--- config.mk ---
export PLATFORM = sky130hd
export DESIGN_NAME = context_huffman_frame_decoder_top
export DESIGN_NICKNAME = d
export VERILOG_FILES = /design/src/sv/ctxhf_pkg.sv /design/src/sv/context_huffman_frame_decoder_top.sv
export VERILOG_INCLUDE_DIRS = /design/src /design/src/sv
export SDC_FILE = /design/constraint.sdc
export NUM_CORES = 1
export LEC_CHECK = 0
export ABC_AREA = 1
export BUFFER_PORTS_ARGS = -buffer_cell sky130_fd_sc_hd__buf_4
export CAP_MARGIN = 20
export CORE_MARGIN = 8
export CORE_UTILIZATION = 53
export DETAILED_ROUTE_END_ITERATION = 8
export GPL_ROUTABILITY_DRIVEN = 1
export PLACE_DENSITY = 0.77
export SYNTH_ARGS = -nofsm -noshare
export SYNTH_HDL_FRONTEND = slang
export SYNTH_SLANG_ARGS = --single-unit
--- constraint.sdc ---
create_clock -name clk -period 4.89 [get_ports clk]
set_clock_uncertainty 0.2 [all_clocks]
set_input_delay 0.7335 -clock clk [delete_from_list [all_inputs] [get_ports clk]]
set_output_delay 0.7335 -clock clk [all_outputs]
set_load 0.1 [all_outputs]
--- src/sv/assert_macros.svh ---
// Assertion macros shared by the RTL of the frame decoder.
// No dependencies; include by bare file name.
`ifndef ASSERT_MACROS_SVH
`define ASSERT_MACROS_SVH

// Same-cycle implication, held off during reset.
`define ASSERT_IMPLIES(label, clk, rst, ante, cons) \
  label: assert property (@(posedge clk) disable iff (rst) (ante) |-> (cons)) \
    else $error("assertion failed: same-cycle implication");

// Next-cycle implication, held off during reset.
`define ASSERT_NEXT(label, clk, rst, ante, cons) \
  label: assert property (@(posedge clk) disable iff (rst) (ante) |=> (cons)) \
    else $error("assertion failed: next-cycle implication");

`endif

--- src/sv/ctxhf_pkg.sv ---
// Types, constants and the character set of the context Huffman frame decoder.
// No dependencies.
`timescale 1ns / 1ps

package ctxhf_pkg;

  localparam int SYM_W  = 3;
  localparam int CHAR_W = 8;
  localparam int CNT_W  = 8;

  typedef enum logic [1:0] {
    PH_TABLE,
    PH_TREE,
    PH_CODE
  } phase_t;

  typedef enum logic [2:0] {
    ST_IDLE,
    ST_DIV,
    ST_PICK,
    ST_WALK,
    ST_LEAF,
    ST_FLUSH
  } state_t;

  typedef struct packed {
    logic [CHAR_W-1:0] char_code;
    logic [SYM_W-1:0]  symbol_index;
    logic              end_of_line;
    logic              end_of_frame;
    logic              tree_error;
  } result_t;

  // register index, taken from paddr[2]
  localparam logic REG_COLUMNS = 1'b0;
  localparam logic REG_LINES   = 1'b1;

  localparam logic [CNT_W-1:0] COLUMNS_RESET = 8'd80;
  localparam logic [CNT_W-1:0] LINES_RESET   = 8'd22;

  function automatic logic [CHAR_W-1:0] glyph(input logic [SYM_W-1:0] sym);
    logic [CHAR_W-1:0] ch;
    case (sym)
      3'd0:    ch = 8'h20;  // ' '
      3'd1:    ch = 8'h2C;  // ','
      3'd2:    ch = 8'h28;  // '('
      3'd3:    ch = 8'h53;  // 'S'
      3'd4:    ch = 8'h23;  // '#'
      3'd5:    ch = 8'h67;  // 'g'
      3'd6:    ch = 8'h40;  // '@'
      default: ch = 8'h2E;  // '.'
    endcase
    return ch;
  endfunction

endpackage

--- src/sv/context_huffman_frame_decoder_top.sv ---
// Context Huffman frame decoder: table loader, tree loader and bit-serial walker.
// Depends on ctxhf_pkg and assert_macros.svh.
// A table byte or a tree byte is taken in the idle state; the second byte of a table word
// then runs, for each rank entry in turn, a 16-step radix divider and one pick. A code byte
// takes an accept, one walk step per code bit, one leaf state per leaf for the rank read and
// a flush, stretched by output stalls.
// Reset (rst, synchronous) clears control state; tables stay undefined until loaded.
`timescale 1ns / 1ps
`include "assert_macros.svh"

module context_huffman_frame_decoder_top #(
  parameter int SYMBOL_COUNT = 7
) (
  input  logic                            clk,
  input  logic                            rst,
  input  logic                            psel,
  input  logic                            penable,
  input  logic                            pwrite,
  input  logic [2:0]                      paddr,
  input  logic [31:0]                     pwdata,
  output logic [31:0]                     prdata,
  output logic                            pready,
  input  logic                            in_valid,
  output logic                            in_ready,
  input  logic [7:0]                      data_byte,
  output logic                            out_valid,
  input  logic                            out_ready,
  output logic [ctxhf_pkg::CHAR_W-1:0]    char_code,
  output logic [ctxhf_pkg::SYM_W-1:0]     symbol_index,
  output logic                            end_of_line,
  output logic                            end_of_frame,
  output logic                            tree_error,
  output logic                            last_of_run
);
  import ctxhf_pkg::*;

  localparam int NODE_IW = (SYMBOL_COUNT > 2) ? $clog2(SYMBOL_COUNT - 1) : 1;
  localparam int DIG_W   = $clog2(SYMBOL_COUNT);
  localparam int ADDR_W  = $clog2(SYMBOL_COUNT * SYMBOL_COUNT);
  localparam int DEPTH   = SYMBOL_COUNT * SYMBOL_COUNT;
  localparam logic [3:0] SYM_BASE = 4'(SYMBOL_COUNT);
  localparam logic [3:0] ROOT     = 4'(2 * SYMBOL_COUNT - 2);
  localparam logic [ADDR_W-1:0] LAST_ADDR = ADDR_W'(DEPTH - 1);
  localparam logic [DIG_W-1:0]  LAST_DIG  = DIG_W'(SYMBOL_COUNT - 1);
  localparam logic [NODE_IW-1:0] LAST_TREE = NODE_IW'(SYMBOL_COUNT - 2);

  state_t state, state_next;
  phase_t phase;

  // configuration
  logic [CNT_W-1:0] cols_reg, lines_reg;

  // table loading
  logic             held_valid;
  logic [7:0]       held_byte;
  logic [15:0]      div;
  logic [SYM_W-1:0] rem;
  logic [3:0]       div_cnt;
  logic [DIG_W-1:0] digit;
  logic [ADDR_W-1:0] wr_addr;
  logic [SYM_W-1:0] pool [SYMBOL_COUNT];
  logic [NODE_IW-1:0] tree_cnt;
  logic [3:0]       left_ch  [SYMBOL_COUNT-1];
  logic [3:0]       right_ch [SYMBOL_COUNT-1];

  // rank table memory
  logic [SYM_W-1:0]  rank_mem [DEPTH];
  logic [SYM_W-1:0]  rank_q;
  logic [ADDR_W-1:0] rank_rd_addr;
  logic              rank_we;

  // walk
  logic [7:0]       code_sr;
  logic [3:0]       bits_left;
  logic [3:0]       pos;
  logic [SYM_W-1:0] prev;
  logic [CNT_W-1:0] col, line;

  // results: one pending, one in the output register
  logic    pend_valid;
  result_t pend_res;
  result_t out_res;
  logic    out_last;

  // combinational
  logic               acc, out_free;
  logic [3:0]         node_off, child, radix, t_div;
  logic [NODE_IW-1:0] node_idx;
  logic               child_err, child_leaf, div_ge;
  logic [DIG_W-1:0]   pick;
  logic               col_hit, line_hit, leaf_eof;
  logic               res_push, flush_push;
  result_t            res_new;
  logic               cfg_we;

  assign pready = 1'b1;
  assign cfg_we = psel & penable & pwrite & pready;
  assign prdata = {24'd0, (paddr[2] == REG_LINES) ? lines_reg : cols_reg};

  assign char_code    = out_res.char_code;
  assign symbol_index = out_res.symbol_index;
  assign end_of_line  = out_res.end_of_line;
  assign end_of_frame = out_res.end_of_frame;
  assign tree_error   = out_res.tree_error;
  assign last_of_run  = out_last;

  always_comb begin
    state_next = state;
    in_ready   = (state == ST_IDLE);
    acc        = in_valid & in_ready;
    out_free   = !out_valid || out_ready;

    node_off   = pos - SYM_BASE;
    node_idx   = node_off[NODE_IW-1:0];
    child      = code_sr[7] ? right_ch[node_idx] : left_ch[node_idx];
    child_err  = (child > ROOT);
    child_leaf = (child < SYM_BASE);
    rank_rd_addr = ADDR_W'(int'(prev) * SYMBOL_COUNT + int'(child));

    radix  = SYM_BASE - 4'(digit);
    t_div  = {rem, div[15]};
    div_ge = (t_div >= radix);
    pick   = rem[DIG_W-1:0];
    rank_we = (state == ST_PICK);

    col_hit  = ({1'b0, col} + 9'd1) >= {1'b0, cols_reg};
    line_hit = ({1'b0, line} + 9'd1) >= {1'b0, lines_reg};
    leaf_eof = col_hit && line_hit;

    res_push   = 1'b0;
    flush_push = 1'b0;
    res_new    = '0;

    case (state)
      ST_IDLE: begin
        if (acc) begin
          case (phase)
            PH_CODE: state_next = ST_WALK;
            PH_TREE: state_next = ST_IDLE;
            default: if (held_valid) state_next = ST_DIV;
          endcase
        end
      end
      ST_DIV: begin
        if (div_cnt == 4'd15) state_next = ST_PICK;
      end
      ST_PICK: begin
        state_next = (digit == LAST_DIG) ? ST_IDLE : ST_DIV;
      end
      ST_WALK: begin
        if (out_free) begin
          if (child_err) begin
            res_push           = 1'b1;
            res_new.tree_error = 1'b1;
            state_next = (bits_left == 4'd1) ? ST_FLUSH : ST_WALK;
          end else if (child_leaf) begin
            state_next = ST_LEAF;
          end else begin
            state_next = (bits_left == 4'd1) ? ST_FLUSH : ST_WALK;
          end
        end
      end
      ST_LEAF: begin
        if (out_free) begin
          res_push             = 1'b1;
          res_new.char_code    = glyph(rank_q);
          res_new.symbol_index = rank_q;
          res_new.end_of_line  = col_hit;
          res_new.end_of_frame = leaf_eof;
          // drop the rest of the byte at frame end
          state_next = (leaf_eof || bits_left == 4'd0) ? ST_FLUSH : ST_WALK;
        end
      end
      ST_FLUSH: begin
        if (!pend_valid) begin
          state_next = ST_IDLE;
        end else if (out_free) begin
          flush_push = 1'b1;
          state_next = ST_IDLE;
        end
      end
      default: state_next = ST_IDLE;
    endcase
  end

  always_ff @(posedge clk) begin
    if (rst) state <= ST_IDLE;
    else     state <= state_next;
  end

  always_ff @(posedge clk) begin
    if (rank_we) rank_mem[wr_addr] <= pool[pick];
    // hold the read symbol while a leaf waits on the output
    if (state == ST_WALK) rank_q <= rank_mem[rank_rd_addr];
  end

  always_ff @(posedge clk) begin
    if (rst) begin
      cols_reg   <= COLUMNS_RESET;
      lines_reg  <= LINES_RESET;
      phase      <= PH_TABLE;
      held_valid <= 1'b0;
      tree_cnt   <= '0;
      wr_addr    <= '0;
      digit      <= '0;
      div_cnt    <= '0;
      bits_left  <= '0;
      pos        <= ROOT;
      prev       <= '0;
      col        <= '0;
      line       <= '0;
      pend_valid <= 1'b0;
      out_valid  <= 1'b0;
    end else begin
      if (cfg_we) begin
        if (paddr[2] == REG_LINES) lines_reg <= pwdata[CNT_W-1:0];
        else                       cols_reg  <= pwdata[CNT_W-1:0];
      end

      case (state)
        ST_IDLE: begin
          if (acc) begin
            case (phase)
              PH_CODE: begin
                code_sr   <= data_byte;
                bits_left <= 4'd8;
              end
              PH_TREE: begin
                left_ch[tree_cnt]  <= data_byte[7:4];
                right_ch[tree_cnt] <= data_byte[3:0];
                if (tree_cnt == LAST_TREE) begin
                  tree_cnt <= '0;
                  phase    <= PH_CODE;
                  pos      <= ROOT;
                  prev     <= '0;
                  col      <= '0;
                  line     <= '0;
                end else begin
                  tree_cnt <= tree_cnt + 1'b1;
                end
              end
              default: begin
                if (!held_valid) begin
                  held_valid <= 1'b1;
                  held_byte  <= data_byte;
                end else begin
                  held_valid <= 1'b0;
                  div        <= {held_byte, data_byte};
                  rem        <= '0;
                  div_cnt    <= '0;
                  digit      <= '0;
                  for (int j = 0; j < SYMBOL_COUNT; j++) pool[j] <= SYM_W'(j);
                end
              end
            endcase
          end
        end
        ST_DIV: begin
          // one quotient bit per cycle
          rem     <= div_ge ? SYM_W'(t_div - radix) : t_div[SYM_W-1:0];
          div     <= {div[14:0], div_ge};
          div_cnt <= div_cnt + 4'd1;
        end
        ST_PICK: begin
          // remove the picked entry from the pool
          for (int j = 0; j < SYMBOL_COUNT - 1; j++) begin
            if (j >= int'(pick)) pool[j] <= pool[j+1];
          end
          rem     <= '0;
          div_cnt <= '0;
          if (wr_addr == LAST_ADDR) begin
            wr_addr <= '0;
            phase   <= PH_TREE;
          end else begin
            wr_addr <= wr_addr + 1'b1;
          end
          if (digit == LAST_DIG) digit <= '0;
          else                   digit <= digit + 1'b1;
        end
        ST_WALK: begin
          if (out_free) begin
            code_sr   <= {code_sr[6:0], 1'b0};
            bits_left <= bits_left - 4'd1;
            if (child_err || child_leaf) pos <= ROOT;
            else                         pos <= child;
          end
        end
        ST_LEAF: begin
          if (out_free) begin
            prev <= rank_q;
            pos  <= ROOT;
            if (col_hit) begin
              col <= '0;
              if (!line_hit) line <= line + 1'b1;
            end else begin
              col <= col + 1'b1;
            end
            if (leaf_eof) begin
              prev       <= '0;
              line       <= '0;
              phase      <= PH_TABLE;
              wr_addr    <= '0;
              digit      <= '0;
              held_valid <= 1'b0;
            end
          end
        end
        default: ;
      endcase

      // advance the pending result into the output register
      if (res_push) begin
        pend_valid <= 1'b1;
        pend_res   <= res_new;
        if (pend_valid) begin
          out_valid <= 1'b1;
          out_res   <= pend_res;
          out_last  <= 1'b0;
        end else if (out_ready) begin
          out_valid <= 1'b0;
        end
      end else if (flush_push) begin
        pend_valid <= 1'b0;
        out_valid  <= 1'b1;
        out_res    <= pend_res;
        out_last   <= 1'b1;
      end else if (out_ready) begin
        out_valid <= 1'b0;
      end
    end
  end

  `ASSERT_IMPLIES(a_idle_no_pending, clk, rst, state == ST_IDLE, !pend_valid)
  `ASSERT_IMPLIES(a_walk_has_bits, clk, rst, state == ST_WALK, bits_left != 4'd0)
  `ASSERT_IMPLIES(a_eof_is_last, clk, rst, out_valid && end_of_frame, end_of_line && last_of_run)
  `ASSERT_IMPLIES(a_err_blank, clk, rst, out_valid && tree_error, char_code == 8'd0 && !end_of_line)
  `ASSERT_NEXT(a_eof_reloads, clk, rst, state == ST_LEAF && out_free && leaf_eof, phase == PH_TABLE && !held_valid)

endmodule

Word level (Yosys, flattened, before mapping)
Memory sizes are Yosys's and may differ from the RTL's. A register that Yosys moved wholly into a read port is not among the register bits.
Index checks and enable logic that the tools add are counted.
- add/subtract/negate cells: 13
- $mul: 1
- $lt $le $gt $ge: 11
- equal/unequal tests: 34
- muxes and demuxes: 146
- bitwise operators: 13
- reductions and logical operators: 37
- operators with widths (operator ; count):
    $mux 3 ; 37
    $mux 8 ; 13
    $mux 1 ; 57
    $pmux 7 s7 ; 1
    $mux 16 ; 3
    $pmux 8 s2 ; 3
    $mux 14 ; 3
    $pmux 16 s2 ; 1
    $reduce_and 5->1 ; 6
    $mux 4 ; 7
    $pmux 3 s3 ; 3
    $eq 3x3->1 const B ; 7
    $add 8x1->9 const B ; 2
    $ge 9x8->1 ; 2
    $mux 6 ; 3
    $pmux 3 s6 ; 1
    $reduce_and 6->1 ; 3
    $add 8x1->8 const B ; 2
    $reduce_and 7->1 ; 2
    $eq 3x2->1 const B ; 4
    $mux 2 ; 6
    $ne 2x1->1 const B ; 6
    $ne 2x2->1 const B ; 6
    $pmux 3 s2 ; 2
    other kinds (42) ; 75
- bits in registers: 130
- RAM bits: 216
- input port bits: 50
- logic and storage cells: 290
- memories kept: 4
- memory list (memory ; depth ; width ; read ports ; clocked after memory_dff ; write ports ; RTL line ; text):
    rank_mem ; 49 ; 3 ; 1 ; 1 ; 1 ; context_huffman_frame_decoder_top.sv:67 ; logic [SYM_W-1:0] rank_mem [DEPTH];
    left_ch ; 6 ; 4 ; 1 ; 0 ; 1 ; context_huffman_frame_decoder_top.sv:63 ; logic [3:0] left_ch [SYMBOL_COUNT-1];
    right_ch ; 6 ; 4 ; 1 ; 0 ; 1 ; context_huffman_frame_decoder_top.sv:64 ; logic [3:0] right_ch [SYMBOL_COUNT-1];
    pool ; 7 ; 3 ; 7 ; 1 ; 7 ; context_huffman_frame_decoder_top.sv:61 ; logic [SYM_W-1:0] pool [SYMBOL_COUNT];

Longest topological paths before layout
An unclocked memory read counts as a cell.
- depth in word-level cells: 9
- depth in mapped cells: 22
- mapped depth without buffers: 21

Least setup slack after synthesis
Ideal clock, no wire load.
- path type: input to output
- start: input port paddr[2]
- end: output port prdata[5]
- data arrival time: 3048 ps
- slack: 908 ps
- cell stages on the path: 2
- cells stage by stage: clkbuf_1 > o21ai_0
- longest elaborated chain between the ends: 1
- ends and longest elaborated chain (what ; RTL line ; text):
    start, declared ; context_huffman_frame_decoder_top.sv:19 ; input logic [2:0] paddr,
    $mux 8 ; context_huffman_frame_decoder_top.sv:98 ; assign prdata = {24'd0, (paddr[2] == REG_LINES) ? lines_reg : cols_reg};
    end, declared ; context_huffman_frame_decoder_top.sv:21 ; output logic [31:0] prdata,
Every way passes these cells.

Final worst setup path
- start: register pos[0]
- end: register rank_q[0], read port of rank_mem, data pin
- longest elaborated chain between the ends: 4
- elaborated cells on any way between the ends: 5
- classes of those cells: add/sub: 2; mux: 1; memory: 2
- ends and longest elaborated chain (what ; RTL line ; text):
    start, declared ; context_huffman_frame_decoder_top.sv:75 ; logic [3:0] pos;
    start signal, assigned ; context_huffman_frame_decoder_top.sv:285 ; else pos <= child;
    $sub 3x3->3 * ; context_huffman_frame_decoder_top.sv:113 ; node_off = pos - SYM_BASE;
    $mem_v2 6x4, on equally long branches ; n/a ;
    $mux 4 * ; context_huffman_frame_decoder_top.sv:115 ; child = code_sr[7] ? right_ch[node_idx] : left_ch[node_idx];
    $add 6x4->6 * ; context_huffman_frame_decoder_top.sv:118 ; rank_rd_addr = ADDR_W'(int'(prev) * SYMBOL_COUNT + int'(child));
    end, declared ; context_huffman_frame_decoder_top.sv:68 ; logic [SYM_W-1:0] rank_q;
Mark *: on every way between the ends. The rest lies on a longest branch, timed or not.
A chain may end at the register's enable or synchronous reset.

==> run metrics <==
outcome finished clean; Final Setup Violations 0; final worst path period need about 4.5 ns; placer congestion estimate 0.844; CTS H-tree lvls 2; average wire per standard cell 16.5 um; post-DP HPWL 22.1 mm; Synth top area share 0.526; post-CTS setup buffer count 0; # diodes 0; Synth Cell Area approximately 0.016 mm2; worst flop-to-flop path endpoint rank_q[0]; Total GRT Usage 0.184; first-pass GRT wire length about 54 mm; DRT Pass-1 Iters 8; WL final 33.2 mm; R2R Path Start pos[0]; CTS buffer count 37; critical path data arrival time roughly 4.6 ns; top cells by area, synth edfxtp_1 53%, dfxtp_1 8.8%, nand2_1 6.5%, nor2_1 5.1%, inv_1 3.6%; DRT iter0 DRCs ~860; PD cells 579 mW/mm2; Ports 100; commonest non-fill, non-tap cell in the layout edfxtp_1; fillers approximately 2400; CP Max Fanout 15; WHS about 0.22 ns; Die Height roughly 190 um; total core area just under 0.03 mm2; number of cells on the worst reg-to-reg path 16; sequential element share of the synthesized area 0.613; Slew @ Worst Pin 0.921 ns; via/cell ratio between 5 and 6; Resize count post-CTS 0; synthesized instance count 1541; Worst-path clk slew ~0.06 ns; crit path to rank_q[0]; row count 63; hold crit path type reg -> reg; EDFF count, synth about 280; CP startpoint kind flop; Max Freq ~220 MHz; post-route ant nets 0; biggest regs rank_mem (147), left_ch (24), right_ch (24); Synth Flop Type edfxtp_1; Residual DRC 0; Final Cycle Share 0.920; FF+latch count, synth roughly 350; share of layout cells above drive strength 1 0.0926; area growth from synthesis to layout 11.7%; Starting Density 0.535; die area between 0.03 and 0.04 mm2; width of the die approximately 190 um; Via Count 11112; fin nets 1687; Yosys warnings 0; CP Launch Point pos[0]; largest net degree at the start of global routing 73; Syn Area/Cell 10.2 um2; Final Hold Vio Count 0; CP Capture Type flop; Slew Viols, Final 0; Slew HR 0.381; commonest non-fill, non-tap cells in the layout 276 x edfxtp_1, 272 x nand2_1, 216 x nor2_1, 153 x inv_1, 91 x o21ai_0; flop-to-flop setup slack 0.39 ns; CTS Buffer Depth 3; total gr overflow 0; Max Cap Violations 0; CTS tree yes; RSZ-0062 raised after global routing false; CTS Sinks around 350; Synth cell types between 40 and 50; WS Path Type reg -> reg; Root Driver clkbuf_16; LEAKAGE between 6 and 7 nW; WP data required 4.95 ns; Buffers on Ports 47; Reg with most FFs rank_mem; initial antenna violation count 0; Fin Setup TNS 0 ns; vias in the first global route ~11000; IR drop worst, VDD 0.505 mV; Hold-fix buffers, CTS 0; max FFs per register 147; Async SR Flop Fraction 0; Clock Latency Late Sink approximately 0.52 ns; area leader, netlist edfxtp_1
[stage by stage]
| step | area, um2 | instances | utilization | power [mW] | setup WS, ns |
|---|---|---|---|---|---|
| finish | 17600 | 2010 | 0.597 | 10.2 | 0.392 |
| global route | 17600 | 2010 | 0.597 | 10.7 | 0.127 |
| CTS | 17600 | 2008 | 0.597 | 10.2 | 0.417 |
| detailed placement | 16500 | 1943 | 0.558 | 7.59 | 0.432 |
| global placement | 16400 | 1941 | 0.558 | 7.46 | 0.538 |
| floorplan | 15900 | 1565 | - | 6.55 | 0.908 |
[cell usage after synthesis, types with 6 or more instances]
cell / number
clkbuf_1: 36
nor3_1: 18
nand4_1: 12
xor2_1: 12
buf_4: 26
nor2_1: 216
o211ai_1: 9
o221ai_1: 31
a21oi_1: 68
o21ai_0: 93
buf_2: 10
edfxtp_1: 276
dfxtp_1: 69
nand3_1: 90
inv_2: 6
ha_1: 38
nand2_1: 272
mux2i_1: 31
buf_1: 6
inv_1: 153
[how the worst min path moves through the flow]
stage,to,cells past startpoint,from,slack (ns)
after CTS,char_code[1],0,pend_res[7],0.22
after global routing,char_code[1],0,pend_res[7],0.23
after detailed placement,char_code[1],0,pend_res[7],0.20
final,char_code[1],0,pend_res[7],0.22
after floorplan,char_code[0],0,pend_res[6],0.20
after global placement,symbol_index[0],0,pend_res[3],0.21
[cell families (layout without fill, tap and decap cells)]
group           Yosys count  count (layout)  synth area share
compound gates          231             231            0.0883
fa+ha+maj                43              43            0.0365
flops                   345             345             0.613
other cells               2              26          0.000476
buf+inv                 239             294            0.0639
xor+xnor                 17              17           0.00945
mux                      32              32            0.0204
simple gates            632             632             0.168
[cell type report]
cell class | count | area (um2) | area share
sequential | 345 | 9670 | 0.549
multi-input combinational | 981 | 5200 | 0.295
clock buffer | 44 | 972 | 0.0552
inverter | 161 | 604 | 0.0343
timing repair buffer | 68 | 503 | 0.0286
tap | 390 | 488 | 0.0277
clock inverter | 21 | 168 | 0.00952
[per-layer routing]
metal | vias up | track usage | share of wire
met3 | 81 | 0.0372 | 0.073
met1 | 5286 | 0.233 | 0.42
met2 | 389 | 0.307 | 0.48
li1 | 5356 | - | -
met5 | - | 0 | 0
met4 | 0 | 0.0695 | 0.029
[critical path, cell delays in order, from the launching register on]
cell and delay (ns):
dfxtp_1 0.31, buf_4 0.18, ha_1 0.49, inv_1 0.22, nor2_1 0.14, o21ai_0 0.09
nand3_1 0.14, nand2_1 0.08, nand2_1 0.17, fa_1 0.42, ha_1 0.37, a21oi_1 0.18
nand2_1 0.08, xnor2_1 0.73, nand3_1 0.21, nand3_1 0.15, nand2_1 0.07
[power by group]
group          internal [mW]  total (mW)  switching [mW]
clock                   1.53        2.62            1.09
combinational           1.14        3.71            2.57
sequential              3.73        3.86           0.135
(Power assumes the default switching activity.)
